<file path="src/hw/rtl/ktd_pkg.sv">
// Shared types and constants of the keyed trailing-edge debouncer.
package ktd_pkg;

    localparam int VID_W           = 16;
    localparam int PID_W           = 16;
    localparam int TAG_W           = 64;
    localparam int CNT_W           = 16;
    localparam int DEFAULT_ENTRIES = 8;
    localparam int MAX_RESULTS     = 8;

    localparam logic [CNT_W-1:0] TICKS_RESET = 16'd300;

    localparam logic KIND_EVENT = 1'b0;
    localparam logic KIND_TICK  = 1'b1;

    // One stored table entry.
    typedef struct packed {
        logic [VID_W-1:0] vendor;
        logic [PID_W-1:0] product;
        logic [TAG_W-1:0] serial;
        logic             action;
        logic [CNT_W-1:0] countdown;
    } ktd_entry_t;

    // One result as it leaves the block.
    typedef struct packed {
        logic [VID_W-1:0] vendor;
        logic [PID_W-1:0] product;
        logic [TAG_W-1:0] serial;
        logic             removed;
        logic             passed;
        logic             last;
    } ktd_result_t;

    // Commands from the controller to the datapath.
    typedef struct packed {
        logic cap;
        logic rd;
        logic chk;
        logic fin;
    } ktd_cmd_t;

    // Status from the datapath to the controller.
    typedef struct packed {
        logic match;
        logic idx_last;
        logic chk_stall;
        logic fin_stall;
    } ktd_sts_t;

endpackage

</file>
<file path="src/hw/rtl/keyed_trailing_edge_debouncer.sv">
// Top level of the keyed trailing-edge debouncer for attach and detach events.
//
// The input channel (s_*) carries one request per item: either a hotplug event
// (s_kind = 0) keyed by vendor id, product id and serial tag, or a time tick
// (s_kind = 1). The result channel (m_*) carries coalesced events; m_last marks
// the final result caused by one request. The configuration channel (cfg_*)
// sets the quiet window in ticks and is always ready; it takes effect at once.
//
// Every request walks the entry table one entry at a time through the single
// read port of the table RAM: it is accepted in the idle state, then takes a
// read state and a check state per entry, and ends in a finish state. An
// event that hits a pending key finishes as soon as the hit is seen. A tick
// emits up to eight results, which leave through a one-deep output register,
// so a stalled receiver holds the walk until the output register drains.
// A new request is taken while the last result of the previous one still
// waits in the output register.
//
// Reset (aresetn low, synchronous) frees every entry, empties the output
// register and sets the window to 300 ticks. No clearing pass is needed.
module keyed_trailing_edge_debouncer import ktd_pkg::*; #(
    parameter int ENTRIES = DEFAULT_ENTRIES
) (
    input  logic             aclk,
    input  logic             aresetn,

    input  logic             s_valid,
    output logic             s_ready,
    input  logic             s_kind,
    input  logic [VID_W-1:0] s_vendor_id,
    input  logic [PID_W-1:0] s_product_id,
    input  logic [TAG_W-1:0] s_serial_tag,
    input  logic             s_removed,

    input  logic             cfg_valid,
    output logic             cfg_ready,
    input  logic [CNT_W-1:0] cfg_debounce_ticks,

    output logic             m_valid,
    input  logic             m_ready,
    output logic [VID_W-1:0] m_out_vendor_id,
    output logic [PID_W-1:0] m_out_product_id,
    output logic [TAG_W-1:0] m_out_serial_tag,
    output logic             m_out_removed,
    output logic             m_passed_through,
    output logic             m_last
);

    ktd_cmd_t    cmd;
    ktd_sts_t    sts;
    ktd_result_t m_data;

    // The window register can be written in any cycle.
    assign cfg_ready = 1'b1;

    // The controller sequences the table walk; it sees only s_valid and the status flags.
    ktd_ctrl u_ctrl (
        .aclk    (aclk),
        .aresetn (aresetn),
        .s_valid (s_valid),
        .s_ready (s_ready),
        .sts     (sts),
        .cmd     (cmd)
    );

    // The datapath holds the table, the scan state and the output register.
    ktd_datapath #(
        .ENTRIES (ENTRIES)
    ) u_datapath (
        .aclk               (aclk),
        .aresetn            (aresetn),
        .cmd                (cmd),
        .sts                (sts),
        .s_kind             (s_kind),
        .s_vendor_id        (s_vendor_id),
        .s_product_id       (s_product_id),
        .s_serial_tag       (s_serial_tag),
        .s_removed          (s_removed),
        .cfg_valid          (cfg_valid),
        .cfg_debounce_ticks (cfg_debounce_ticks),
        .m_ready            (m_ready),
        .m_valid            (m_valid),
        .m_data             (m_data)
    );

    // Unpack the result register onto the individual result ports.
    assign m_out_vendor_id  = m_data.vendor;
    assign m_out_product_id = m_data.product;
    assign m_out_serial_tag = m_data.serial;
    assign m_out_removed    = m_data.removed;
    assign m_passed_through = m_data.passed;
    assign m_last           = m_data.last;

endmodule

</file>
<file path="src/hw/rtl/ktd_ram.sv">
// Generic single-port-write, single-port-read RAM with registered read data.
module ktd_ram #(
    parameter int WIDTH = 8,
    parameter int DEPTH = 8
) (
    input  logic                                     aclk,
    input  logic                                     wr_en,
    input  logic [((DEPTH > 1) ? $clog2(DEPTH) : 1)-1:0] wr_addr,
    input  logic [WIDTH-1:0]                         wr_data,
    input  logic                                     rd_en,
    input  logic [((DEPTH > 1) ? $clog2(DEPTH) : 1)-1:0] rd_addr,
    output logic [WIDTH-1:0]                         rd_data
);

    logic [WIDTH-1:0] mem [DEPTH];
    logic [WIDTH-1:0] rd_data_reg;

    always_ff @(posedge aclk) begin
        if (wr_en) begin
            mem[wr_addr] <= wr_data;
        end
        if (rd_en) begin
            rd_data_reg <= mem[rd_addr];
        end
    end

    assign rd_data = rd_data_reg;

endmodule

</file>
<file path="src/hw/rtl/ktd_ctrl.sv">
// Sequencer that walks the entry table once per accepted request.
module ktd_ctrl import ktd_pkg::*; (
    input  logic     aclk,
    input  logic     aresetn,
    input  logic     s_valid,
    output logic     s_ready,
    input  ktd_sts_t sts,
    output ktd_cmd_t cmd
);

    typedef enum logic [3:0] {
        ST_IDLE = 4'b0001,
        ST_RD   = 4'b0010,
        ST_CHK  = 4'b0100,
        ST_FIN  = 4'b1000
    } ktd_state_t;

    ktd_state_t state_reg, state_next;

    always_ff @(posedge aclk) begin
        if (!aresetn) begin
            state_reg <= ST_IDLE;
        end else begin
            state_reg <= state_next;
        end
    end

    always_comb begin
        state_next = state_reg;
        cmd        = '0;
        s_ready    = 1'b0;
        case (state_reg)
            ST_IDLE: begin
                s_ready = 1'b1;
                if (s_valid) begin
                    cmd.cap    = 1'b1;
                    state_next = ST_RD;
                end
            end
            ST_RD: begin
                cmd.rd     = 1'b1;
                state_next = ST_CHK;
            end
            ST_CHK: begin
                if (!sts.chk_stall) begin
                    cmd.chk = 1'b1;
                    if (sts.match) begin
                        state_next = ST_IDLE;
                    end else if (sts.idx_last) begin
                        state_next = ST_FIN;
                    end else begin
                        state_next = ST_RD;
                    end
                end
            end
            ST_FIN: begin
                if (!sts.fin_stall) begin
                    cmd.fin    = 1'b1;
                    state_next = ST_IDLE;
                end
            end
            default: begin
                state_next = ST_IDLE;
            end
        endcase
    end

endmodule

</file>
<file path="src/hw/rtl/ktd_datapath.sv">
// Entry table, scan registers, pending result and output register.
module ktd_datapath import ktd_pkg::*; #(
    parameter int ENTRIES = DEFAULT_ENTRIES
) (
    input  logic             aclk,
    input  logic             aresetn,
    input  ktd_cmd_t         cmd,
    output ktd_sts_t         sts,
    input  logic             s_kind,
    input  logic [VID_W-1:0] s_vendor_id,
    input  logic [PID_W-1:0] s_product_id,
    input  logic [TAG_W-1:0] s_serial_tag,
    input  logic             s_removed,
    input  logic             cfg_valid,
    input  logic [CNT_W-1:0] cfg_debounce_ticks,
    input  logic             m_ready,
    output logic             m_valid,
    output ktd_result_t      m_data
);

    localparam int IDX_W = (ENTRIES > 1) ? $clog2(ENTRIES) : 1;
    localparam int NRES_W = $clog2(MAX_RESULTS + 1);

    logic [CNT_W-1:0]   ticks_reg;
    logic               kind_reg;
    logic [VID_W-1:0]   vid_reg;
    logic [PID_W-1:0]   pid_reg;
    logic [TAG_W-1:0]   tag_reg;
    logic               act_reg;
    logic [IDX_W-1:0]   idx_reg;
    logic               free_found_reg;
    logic [IDX_W-1:0]   free_idx_reg;
    logic [NRES_W-1:0]  n_reg;
    logic               pend_valid_reg;
    ktd_result_t        pend_reg;
    logic               m_valid_reg;
    ktd_result_t        m_data_reg;
    logic [ENTRIES-1:0] live_reg;

    ktd_entry_t       rd_entry;
    ktd_entry_t       new_entry;
    ktd_entry_t       dec_entry;
    logic             wr_en;
    logic [IDX_W-1:0] wr_addr;
    ktd_entry_t       wr_data;
    logic [CNT_W-1:0] win;
    logic [CNT_W-1:0] cd_dec;
    logic             live_i;
    logic             key_eq;
    logic             expire;
    logic             out_free;
    logic             out_load_mid;
    logic             out_load_fin;

    ktd_ram #(
        .WIDTH ($bits(ktd_entry_t)),
        .DEPTH (ENTRIES)
    ) u_table (
        .aclk    (aclk),
        .wr_en   (wr_en),
        .wr_addr (wr_addr),
        .wr_data (wr_data),
        .rd_en   (cmd.rd),
        .rd_addr (idx_reg),
        .rd_data (rd_entry)
    );

    // A zero window behaves as a one-tick window.
    assign win = (ticks_reg == '0) ? CNT_W'(1) : ticks_reg;

    assign live_i = live_reg[idx_reg];
    assign key_eq = (rd_entry.vendor == vid_reg) && (rd_entry.product == pid_reg) &&
                    (rd_entry.serial == tag_reg);
    assign cd_dec = (rd_entry.countdown != '0) ? (rd_entry.countdown - CNT_W'(1)) : '0;
    assign expire = live_i && (cd_dec == '0) && (n_reg < NRES_W'(MAX_RESULTS));
    assign out_free = !m_valid_reg || m_ready;

    assign sts.match     = (kind_reg == KIND_EVENT) && live_i && key_eq;
    assign sts.idx_last  = (idx_reg == IDX_W'(ENTRIES - 1));
    assign sts.chk_stall = (kind_reg == KIND_TICK) && expire && pend_valid_reg && !out_free;
    assign sts.fin_stall = ((kind_reg == KIND_TICK) ? pend_valid_reg : !free_found_reg) &&
                           !out_free;

    always_comb begin
        new_entry.vendor    = vid_reg;
        new_entry.product   = pid_reg;
        new_entry.serial    = tag_reg;
        new_entry.action    = act_reg;
        new_entry.countdown = win;
        dec_entry           = rd_entry;
        dec_entry.countdown = cd_dec;
        wr_en   = 1'b0;
        wr_addr = idx_reg;
        wr_data = new_entry;
        if (cmd.chk) begin
            if (kind_reg == KIND_EVENT) begin
                wr_en = sts.match;
            end else if (live_i && !expire) begin
                wr_en   = 1'b1;
                wr_data = dec_entry;
            end
        end
        if (cmd.fin && (kind_reg == KIND_EVENT) && free_found_reg) begin
            wr_en   = 1'b1;
            wr_addr = free_idx_reg;
        end
    end

    assign out_load_mid = cmd.chk && (kind_reg == KIND_TICK) && expire && pend_valid_reg;
    assign out_load_fin = cmd.fin &&
                          ((kind_reg == KIND_TICK) ? pend_valid_reg : !free_found_reg);

    // Control state.
    always_ff @(posedge aclk) begin
        if (!aresetn) begin
            ticks_reg      <= TICKS_RESET;
            idx_reg        <= '0;
            free_found_reg <= 1'b0;
            n_reg          <= '0;
            pend_valid_reg <= 1'b0;
            m_valid_reg    <= 1'b0;
            live_reg       <= '0;
            kind_reg       <= KIND_EVENT;
        end else begin
            if (cfg_valid) begin
                ticks_reg <= cfg_debounce_ticks;
            end
            if (out_load_mid || out_load_fin) begin
                m_valid_reg <= 1'b1;
            end else if (m_ready) begin
                m_valid_reg <= 1'b0;
            end
            if (cmd.cap) begin
                kind_reg       <= s_kind;
                idx_reg        <= '0;
                free_found_reg <= 1'b0;
                n_reg          <= '0;
                pend_valid_reg <= 1'b0;
            end
            if (cmd.chk) begin
                if (!sts.idx_last) begin
                    idx_reg <= idx_reg + IDX_W'(1);
                end
                if ((kind_reg == KIND_EVENT) && !live_i && !free_found_reg) begin
                    free_found_reg <= 1'b1;
                end
                if ((kind_reg == KIND_TICK) && expire) begin
                    live_reg[idx_reg] <= 1'b0;
                    n_reg             <= n_reg + NRES_W'(1);
                    pend_valid_reg    <= 1'b1;
                end
            end
            if (cmd.fin) begin
                if (kind_reg == KIND_TICK) begin
                    pend_valid_reg <= 1'b0;
                end else if (free_found_reg) begin
                    live_reg[free_idx_reg] <= 1'b1;
                end
            end
        end
    end

    // Payload registers.
    always_ff @(posedge aclk) begin
        if (cmd.cap) begin
            vid_reg <= s_vendor_id;
            pid_reg <= s_product_id;
            tag_reg <= s_serial_tag;
            act_reg <= s_removed;
        end
        if (cmd.chk && (kind_reg == KIND_EVENT) && !live_i && !free_found_reg) begin
            free_idx_reg <= idx_reg;
        end
        if (cmd.chk && (kind_reg == KIND_TICK) && expire) begin
            pend_reg.vendor  <= rd_entry.vendor;
            pend_reg.product <= rd_entry.product;
            pend_reg.serial  <= rd_entry.serial;
            pend_reg.removed <= rd_entry.action;
            pend_reg.passed  <= 1'b0;
            pend_reg.last    <= 1'b0;
        end
        if (out_load_mid) begin
            m_data_reg <= pend_reg;
        end else if (out_load_fin) begin
            if (kind_reg == KIND_TICK) begin
                m_data_reg.vendor  <= pend_reg.vendor;
                m_data_reg.product <= pend_reg.product;
                m_data_reg.serial  <= pend_reg.serial;
                m_data_reg.removed <= pend_reg.removed;
                m_data_reg.passed  <= pend_reg.passed;
                m_data_reg.last    <= 1'b1;
            end else begin
                m_data_reg.vendor  <= vid_reg;
                m_data_reg.product <= pid_reg;
                m_data_reg.serial  <= tag_reg;
                m_data_reg.removed <= act_reg;
                m_data_reg.passed  <= 1'b1;
                m_data_reg.last    <= 1'b1;
            end
        end
    end

    assign m_valid = m_valid_reg;
    assign m_data  = m_data_reg;

    a_live_reset: assert property (@(posedge aclk) !aresetn |=> (live_reg == '0))
        else $error("entries live after reset");

    a_n_bound: assert property (@(posedge aclk) disable iff (!aresetn)
        n_reg <= NRES_W'(MAX_RESULTS))
        else $error("too many expiries in one tick");

    a_fin_free: assert property (@(posedge aclk) disable iff (!aresetn)
        cmd.fin && (kind_reg == KIND_EVENT) && free_found_reg |-> !live_reg[free_idx_reg])
        else $error("new event allocated into a live entry");

    a_pend_tick: assert property (@(posedge aclk) disable iff (!aresetn)
        pend_valid_reg |-> (kind_reg == KIND_TICK))
        else $error("pending expiry outside a tick");

    a_pass_last: assert property (@(posedge aclk) disable iff (!aresetn)
        m_valid_reg && m_data_reg.passed |-> m_data_reg.last)
        else $error("pass-through result without last marker");

endmodule

</file>
<file path="config.mk">
export PLATFORM = sky130hd
export DESIGN_NAME = keyed_trailing_edge_debouncer
export DESIGN_NICKNAME = d
export VERILOG_FILES = /design/src/hw/rtl/ktd_pkg.sv /design/src/hw/rtl/keyed_trailing_edge_debouncer.sv /design/src/hw/rtl/ktd_ram.sv /design/src/hw/rtl/ktd_ctrl.sv /design/src/hw/rtl/ktd_datapath.sv
export SDC_FILE = /design/constraint.sdc
export NUM_CORES = 2
export LEC_CHECK = 0
export BUFFER_PORTS_ARGS = -buffer_cell sky130_fd_sc_hd__buf_2
export CORE_ASPECT_RATIO = 2
export CORE_MARGIN = 2
export CORE_UTILIZATION = 55
export DETAILED_ROUTE_END_ITERATION = 8
export PLACE_DENSITY = 0.75
export RECOVER_POWER = 100
export REMOVE_ABC_BUFFERS = 1
export SYNTH_ARGS = -nofsm -noshare
export SYNTH_HDL_FRONTEND = slang
export SYNTH_SLANG_ARGS = --single-unit
</file>
<file path="constraint.sdc">
create_clock -name aclk -period 13.2 [get_ports aclk]
set_input_delay 1.98 -clock aclk [delete_from_list [all_inputs] [get_ports aclk]]
set_output_delay 1.98 -clock aclk [all_outputs]
set_load 0.05 [all_outputs]
</file>
### Word-level counts from Yosys, hierarchy flattened

Memory sizes are Yosys's and may differ from the RTL's. A register that Yosys moved wholly into a read port is not among the register bits.
Cells that the tools add are included.

* add/sub/neg operators: 3
* $lt $le $gt $ge: 5
* equality and inequality tests: 11
* mux-type cells: 58
* bitwise operators: 4
* reduce and logical (&&, ||, !) cells: 37

Operators by type and width (number)
* $mux W113: 3
* $mux W99: 3
* $eq A64 B64 Y1: 1
* $mux W8: 6
* $eq A16 B16 Y1: 2
* $logic_not A16 Y1: 2
* $mux W16: 2
* $mux W4: 8
* $mux W1: 28
* $logic_and A1 B1 Y1: 24
* $pmux W4 S4: 1
* $reduce_bool A16 Y1: 1
* $sub A16 B1 Y16 const B: 1
* $mux W3: 4
* $and A8 B8 Y8: 1
* $lt A3 B4 Y1 const B: 2
* $not A8 Y8: 1
* $or A8 B8 Y8: 1
* $demux W1 S3: 2
* $ge A3 B1 Y1 const B: 2
* $ne A2 B2 Y1 const B: 3
* $logic_not A1 Y1: 5
* $add A4 B1 Y4 const B: 1
* $eq A4 B1 Y1 const B: 1
* 11 further kinds: 13

* flip-flop bits (word level): 335
* bits in writable memories: 904
* input bits: 119
* output and inout bits: 102
* word-level logic and storage cells: 143
* memories kept: 1

Memory list
* u_datapath.u_table.mem: depth 8, bits a word 113, read ports 1, clocked after Yosys merged registers in 1, write ports 1, RTL line ktd_ram.sv:15 `logic [WIDTH-1:0] mem [DEPTH];`

### Depth between registers and ports, before layout

* depth after elaboration: 16
* depth in mapped cells: 11
* gate-level depth less buffers: 10

### By module

Synthesis repeated with hierarchy kept, for this count alone.

* cells, all modules: 2461
* area total of the unflattened synthesis: 53093.4 um^2

By module, submodules not included
* ktd_ram: instances 1, cells an instance 1432, area an instance 37733.7 um^2, seq. area each 30539.3 um^2
* ktd_datapath: instances 1, cells an instance 997, area an instance 15055.7 um^2, seq. area each 9589.2 um^2
* ktd_ctrl: instances 1, cells an instance 30, area an instance 292.8 um^2, seq. area each 80.1 um^2
* keyed_trailing_edge_debouncer: instances 1, cells an instance 2, area an instance 11.3 um^2, seq. area each 0.0 um^2

### Least setup slack after synthesis

Ideal clock, no wire load.

* kind: reg-to-reg
* start point: reg u_ctrl.state_reg[1]
* end point: reg u_ctrl.state_reg[2]
* library setup time: 0.112 ns
* arrival time: 13.167 ns
* required time: 13.088 ns
* slack: -0.079 ns
* cell stages (with the launch flop): 3
* buffers on the path: 0
* clock period less this slack: 13.279 ns
* cell sequence: dfxtp_1 -> nor4b_1 -> o211a_1

* longest elaborated chain between the ends: 3
* elaborated cells on any way between the ends: 9
* those cells by class: eq/ne: 7; mux: 1; reduce/logical: 1

Ends and longest elaborated chain
* start: declaration: RTL line ktd_ctrl.sv:18 `ktd_state_t state_reg, state_next;`
* start signal: assignment: RTL line ktd_ctrl.sv:24 `state_reg <= state_next;`
* $eq A4 B4 Y1, or another cell as far along: RTL line ktd_ctrl.sv:32 `case (state_reg)`
* $ne A2 B2 Y1 (no source line)
* $reduce_and A3 Y1 (no source line)

Several ways; a longest one is shown, not always the timed one.
A chain may end at the register's enable or synchronous reset.

### Final worst setup path

* start point: reg u_datapath.idx_reg[2]
* end point: mem u_datapath.u_table.mem[3][11] in the netlist's numbering, enable pin

* longest elaborated chain between the ends: 13
* elaborated cells on any way between the ends: 20
* those cells by class: mux: 11; reduce/logical: 9

Ends and longest elaborated chain
* start: declaration: RTL line ktd_datapath.sv:30 `logic [IDX_W-1:0] idx_reg;`
* start signal: assignment: RTL line ktd_datapath.sv:142 `idx_reg <= idx_reg + IDX_W'(1);`
* $bmux W1 S3: RTL line ktd_datapath.sv:71 `assign live_i = live_reg[idx_reg];`
* $mux W1 (implied by the code): RTL line ktd_datapath.sv:71
* $logic_and A1 B1 Y1 (2 in a row): RTL line ktd_datapath.sv:75 `assign expire = live_i && (cd_dec == '0) && (n_reg < NRES_W'(MAX_RESULTS));`
* $logic_and A1 B1 Y1 (3 in a row): RTL line ktd_datapath.sv:80 `assign sts.chk_stall = (kind_reg == KIND_TICK) && expire && pend_valid_reg && !out_free;`
* $mux W1: RTL line ktd_ctrl.sv:45 `if (!sts.chk_stall) begin`
* $mux W1: RTL line ktd_ctrl.sv:32
* $mux W1: RTL line ktd_datapath.sv:95 `if (cmd.chk) begin`
* $mux W1: RTL line ktd_datapath.sv:103 `if (cmd.fin && (kind_reg == KIND_EVENT) && free_found_reg) begin`
* $mux W1: RTL line ktd_ram.sv:19 `if (wr_en) begin`
* $mux W1 (implied by the code): RTL line ktd_ram.sv:20 `mem[wr_addr] <= wr_data;`
* end: declaration: RTL line ktd_ram.sv:15

Several ways; a longest one is shown, not always the timed one. The select of a mux whose other input is x is not followed.

==> impl_results.md <==
- Yosys reg bits: 1352
- Synth Area in Adders: 0.0994%
- Hold buffers post-CTS: 0
- Layout cells sized above 1: 11.5%
- Mapped Cells: 2788
- Via density: 6.47
- Final net count: 3147
- Initial antenna violation count: 5
- Number of synthesized flops with an enable pin: 1313
- F_max: 104 MHz
- Failing checks: capacitance limit, slew limit
- Lkg Pwr: 17.6 nW
- Core area: 91100 sq um
- DRT iter0 DRCs: 3829
- Hpwl dp: 63800 microns
- Max transition margin: -456%
- Mux share of post-synthesis cell area: 4.70%
- Logic pwr share: 4.2%
- Worst slew pin tran: about 8.3 ns
- Distinct cells, synth: 63
- GRT overflow: 0
- Int Pwr: about 0.0069 W
- Post_cts resized: 0
- H-Tree Depth: 3
- Final core occ: 61.7%
- Power Density: between 150 and 200 nW/um^2
- Sequential power share: 56.7%
- TritonCTS buffer count: 112
- Avg Cell Area, Syn: approximately 18 sq um
- Final setup viols: 0
- CTS root buf: clkbuf_16
- Drt pass-1 iters: 6
- Final Non-Filler Cells: around 4300
- Clk Latency, worst-skew pair: 0.72 ns
- DR vias: 27835
- Number of I/O pins: 221
- RSZ-0062 raised after global routing: false
- Worst EP arrival: between 9 and 10 ns
- IO Port Bufs: around 220
- Simple-gate share of the synthesized area: 4.49%
- Max-cap violation count: 28
- Slew Limit Fails: 1476
- Largest family of logic cells by synthesized area: compound AO/OA/AOI/OAI gates
- Post-Synth XOR/XNOR Area: less than 1%
- Worst min-delay path class: flip-flop to flip-flop
- Final hold violation count: 0
- Residual DRC: 0
- Ys Warns: 0
- CTS tree: yes
- Synth-to-Final Area Change: 11.8%
- Critical path class: flip-flop to flip-flop
- Worst-path fanout max: 48
- Post-DRT Antenna Nets: 0
- Dominant synthesized flop cell: edfxtp_1
- Startpoint Class: flip-flop
- Peak VDD IR: 0.135 mV
- Die X: 218 microns
- Initial Util: between 50% and 60%
- Max reg flops: 904
- CP Capture Type: flip-flop
- Compound-gate portion of the synthesized area: about 8.5%
- Routed length per instance: 27.5 microns
- Hold WS: approximately 0.45 ns
- ANT cells: 0
- Final worst path period need: 9.57 ns
- Commonest non-fill, non-tap cell in the layout: edfxtp_1
- Post-CTS Setup Bufs: 0
- WP data required: 13.52 ns
- Total wire length: 118000 microns
- Clock power frac: about 40%
- Clock Tree Buf Depth: 3
- Tcrit/Tclk final: between 70% and 80%
- Tot GR Track Use: 25.1%
- Switching Fraction: 20.7%
- Die area: ~94000 sq um
- Switching pwr: roughly 0.0018 W
- Post-Syn Area: 50400 sq um
- Dpl cells: about 4100
- Post-synthesis sequential area ratio: 79.8%
- Largest net degree at the start of global routing: 116
- GPL Wtd Cong: 0.836
- Async SR Flop Fraction: 0%
- Final clock skew: 0.0391 ns
- Num rows: 157
- Status: finished with violations
- Commonest non-fill, non-tap cells in the layout: edfxtp_1 (1313), a22oi_1 (388), clkbuf_1 (170)
- Global-route wire length before repair: 175000 microns
- Die height: between 400 and 500 microns
- TritonCTS Sinks: 1352
- Worst-path clk slew: 0.07 ns
- Vias in the first global route: 27797
power by group through the flow:
stage	clock network (W)	logic, W	registers [W]
after floorplan	0	0.000206	0.00498
after global placement	0	0.000348	0.00498
after detailed placement	0	0.000355	0.00499
after CTS	0.00342	0.000360	0.00489
after global routing	0.00358	0.000386	0.00491
final	0.00339	0.000360	0.00491
metrics by stage:
step	setup slack [ns]	power [W]	cell area (sq um)	TNS (ns)
final	3.63	0.00865	56300	0
after global routing	3.38	0.00888	56300	0
after detailed placement	6.78	0.00534	52900	0
after global placement	6.89	0.00533	52900	0
after floorplan	-0.0785	0.00519	49800	-0.0785
after CTS	6.75	0.00868	56700	0
cells in the mapped netlist, types with 4 or more instances:
master        n  share of area [%]
a2111oi_0    12               0.21
a21boi_0      7               0.10
a21oi_1      24               0.24
a221o_1       4              0.080
a221oi_1     18               0.31
a22o_1       22               0.38
a22oi_1     388                5.8
a31oi_1       4              0.050
and2_1        5              0.062
and3_1        6              0.075
buf_1        20               0.15
buf_2        13               0.13
buf_4         4              0.060
clkbuf_1    105               0.78
dfxtp_1      39                1.6
edfxtp_1   1313                 78
ha_1          4              0.099
inv_1        39               0.29
mux2_1       14               0.31
mux2_2      154                3.4
mux2i_1      43               0.85
nand2_1      79               0.59
nand2b_1     24               0.30
nand3_1      35               0.35
nand4_1     102                1.3
nor2_1       38               0.28
nor2b_1      63               0.78
nor3_1       13               0.13
nor3b_1       5              0.075
nor4_1       16               0.20
nor4b_1       4              0.070
o2111a_1      5               0.11
o21ai_0      44               0.44
o221ai_1      8               0.14
o22ai_1      11               0.14
o31a_1        4              0.070
o31ai_1      10               0.15
xnor2_1      28               0.49
xor2_1       24               0.42
cell families (layout without fill, tap and decap cells):
group	Yosys count	in the layout
AO/OA/AOI/OAI	578	578
XOR/XNOR	52	52
adder cells (fa/ha/maj)	4	4
AND/OR/NAND/NOR	406	406
flip-flops	1352	1352
multiplexers	213	213
buffers and inverters	182	507
other	1	1
routing by layer:
layer,share of wire (%),track usage [%],vias up
met5,0.041,0,-
met4,2.2,7.45,8
met3,11,4.72,193
met2,48,39.8,1698
met1,40,35.9,14124
li1,-,-,11812
critical path: stages, from the launching register on:
cell and delay (ns):
dfxtp_1 0.31, clkbuf_1 1.28, mux4_2 0.46, mux2i_1 0.56
nor2_1 0.14, nand4_1 0.15, o31ai_1 0.12, clkbuf_1 1.11
or3_1 0.93, a21oi_1 2.33, buf_4 0.89, buf_4 0.76
cell type report:
| class | instances | area [sq um] |
|---|---|---|
| Sequential cell | 1352 | 40200 |
| Fill cell | 6329 | 34900 |
| Multi-Input combinational cell | 1254 | 9490 |
| Clock buffer | 127 | 2900 |
| Tap cell | 1192 | 1490 |
| Timing Repair Buffer | 264 | 1180 |
| Clock inverter | 76 | 856 |
| Inverter | 40 | 153 |
worst paths after layout:
check	startpoint	endpoint	slack, ns	cells past startpoint
min	u_datapath.u_table.rd_data[16]$_DFFE_PN_	u_datapath.pend_reg[2]$_DFFE_PP_	0.45	0
max	u_datapath.idx_reg[2]$_SDFF_PN0_	u_datapath.u_table.mem[3][11]$_DFFE_PP_	3.63	11
max reg2reg	u_datapath.idx_reg[2]$_SDFF_PN0_	u_datapath.u_table.mem[3][11]$_DFFE_PP_	3.63	11
min reg2reg	u_datapath.u_table.rd_data[16]$_DFFE_PN_	u_datapath.pend_reg[2]$_DFFE_PP_	0.45	0
Power figures use the tool's default switching activity.
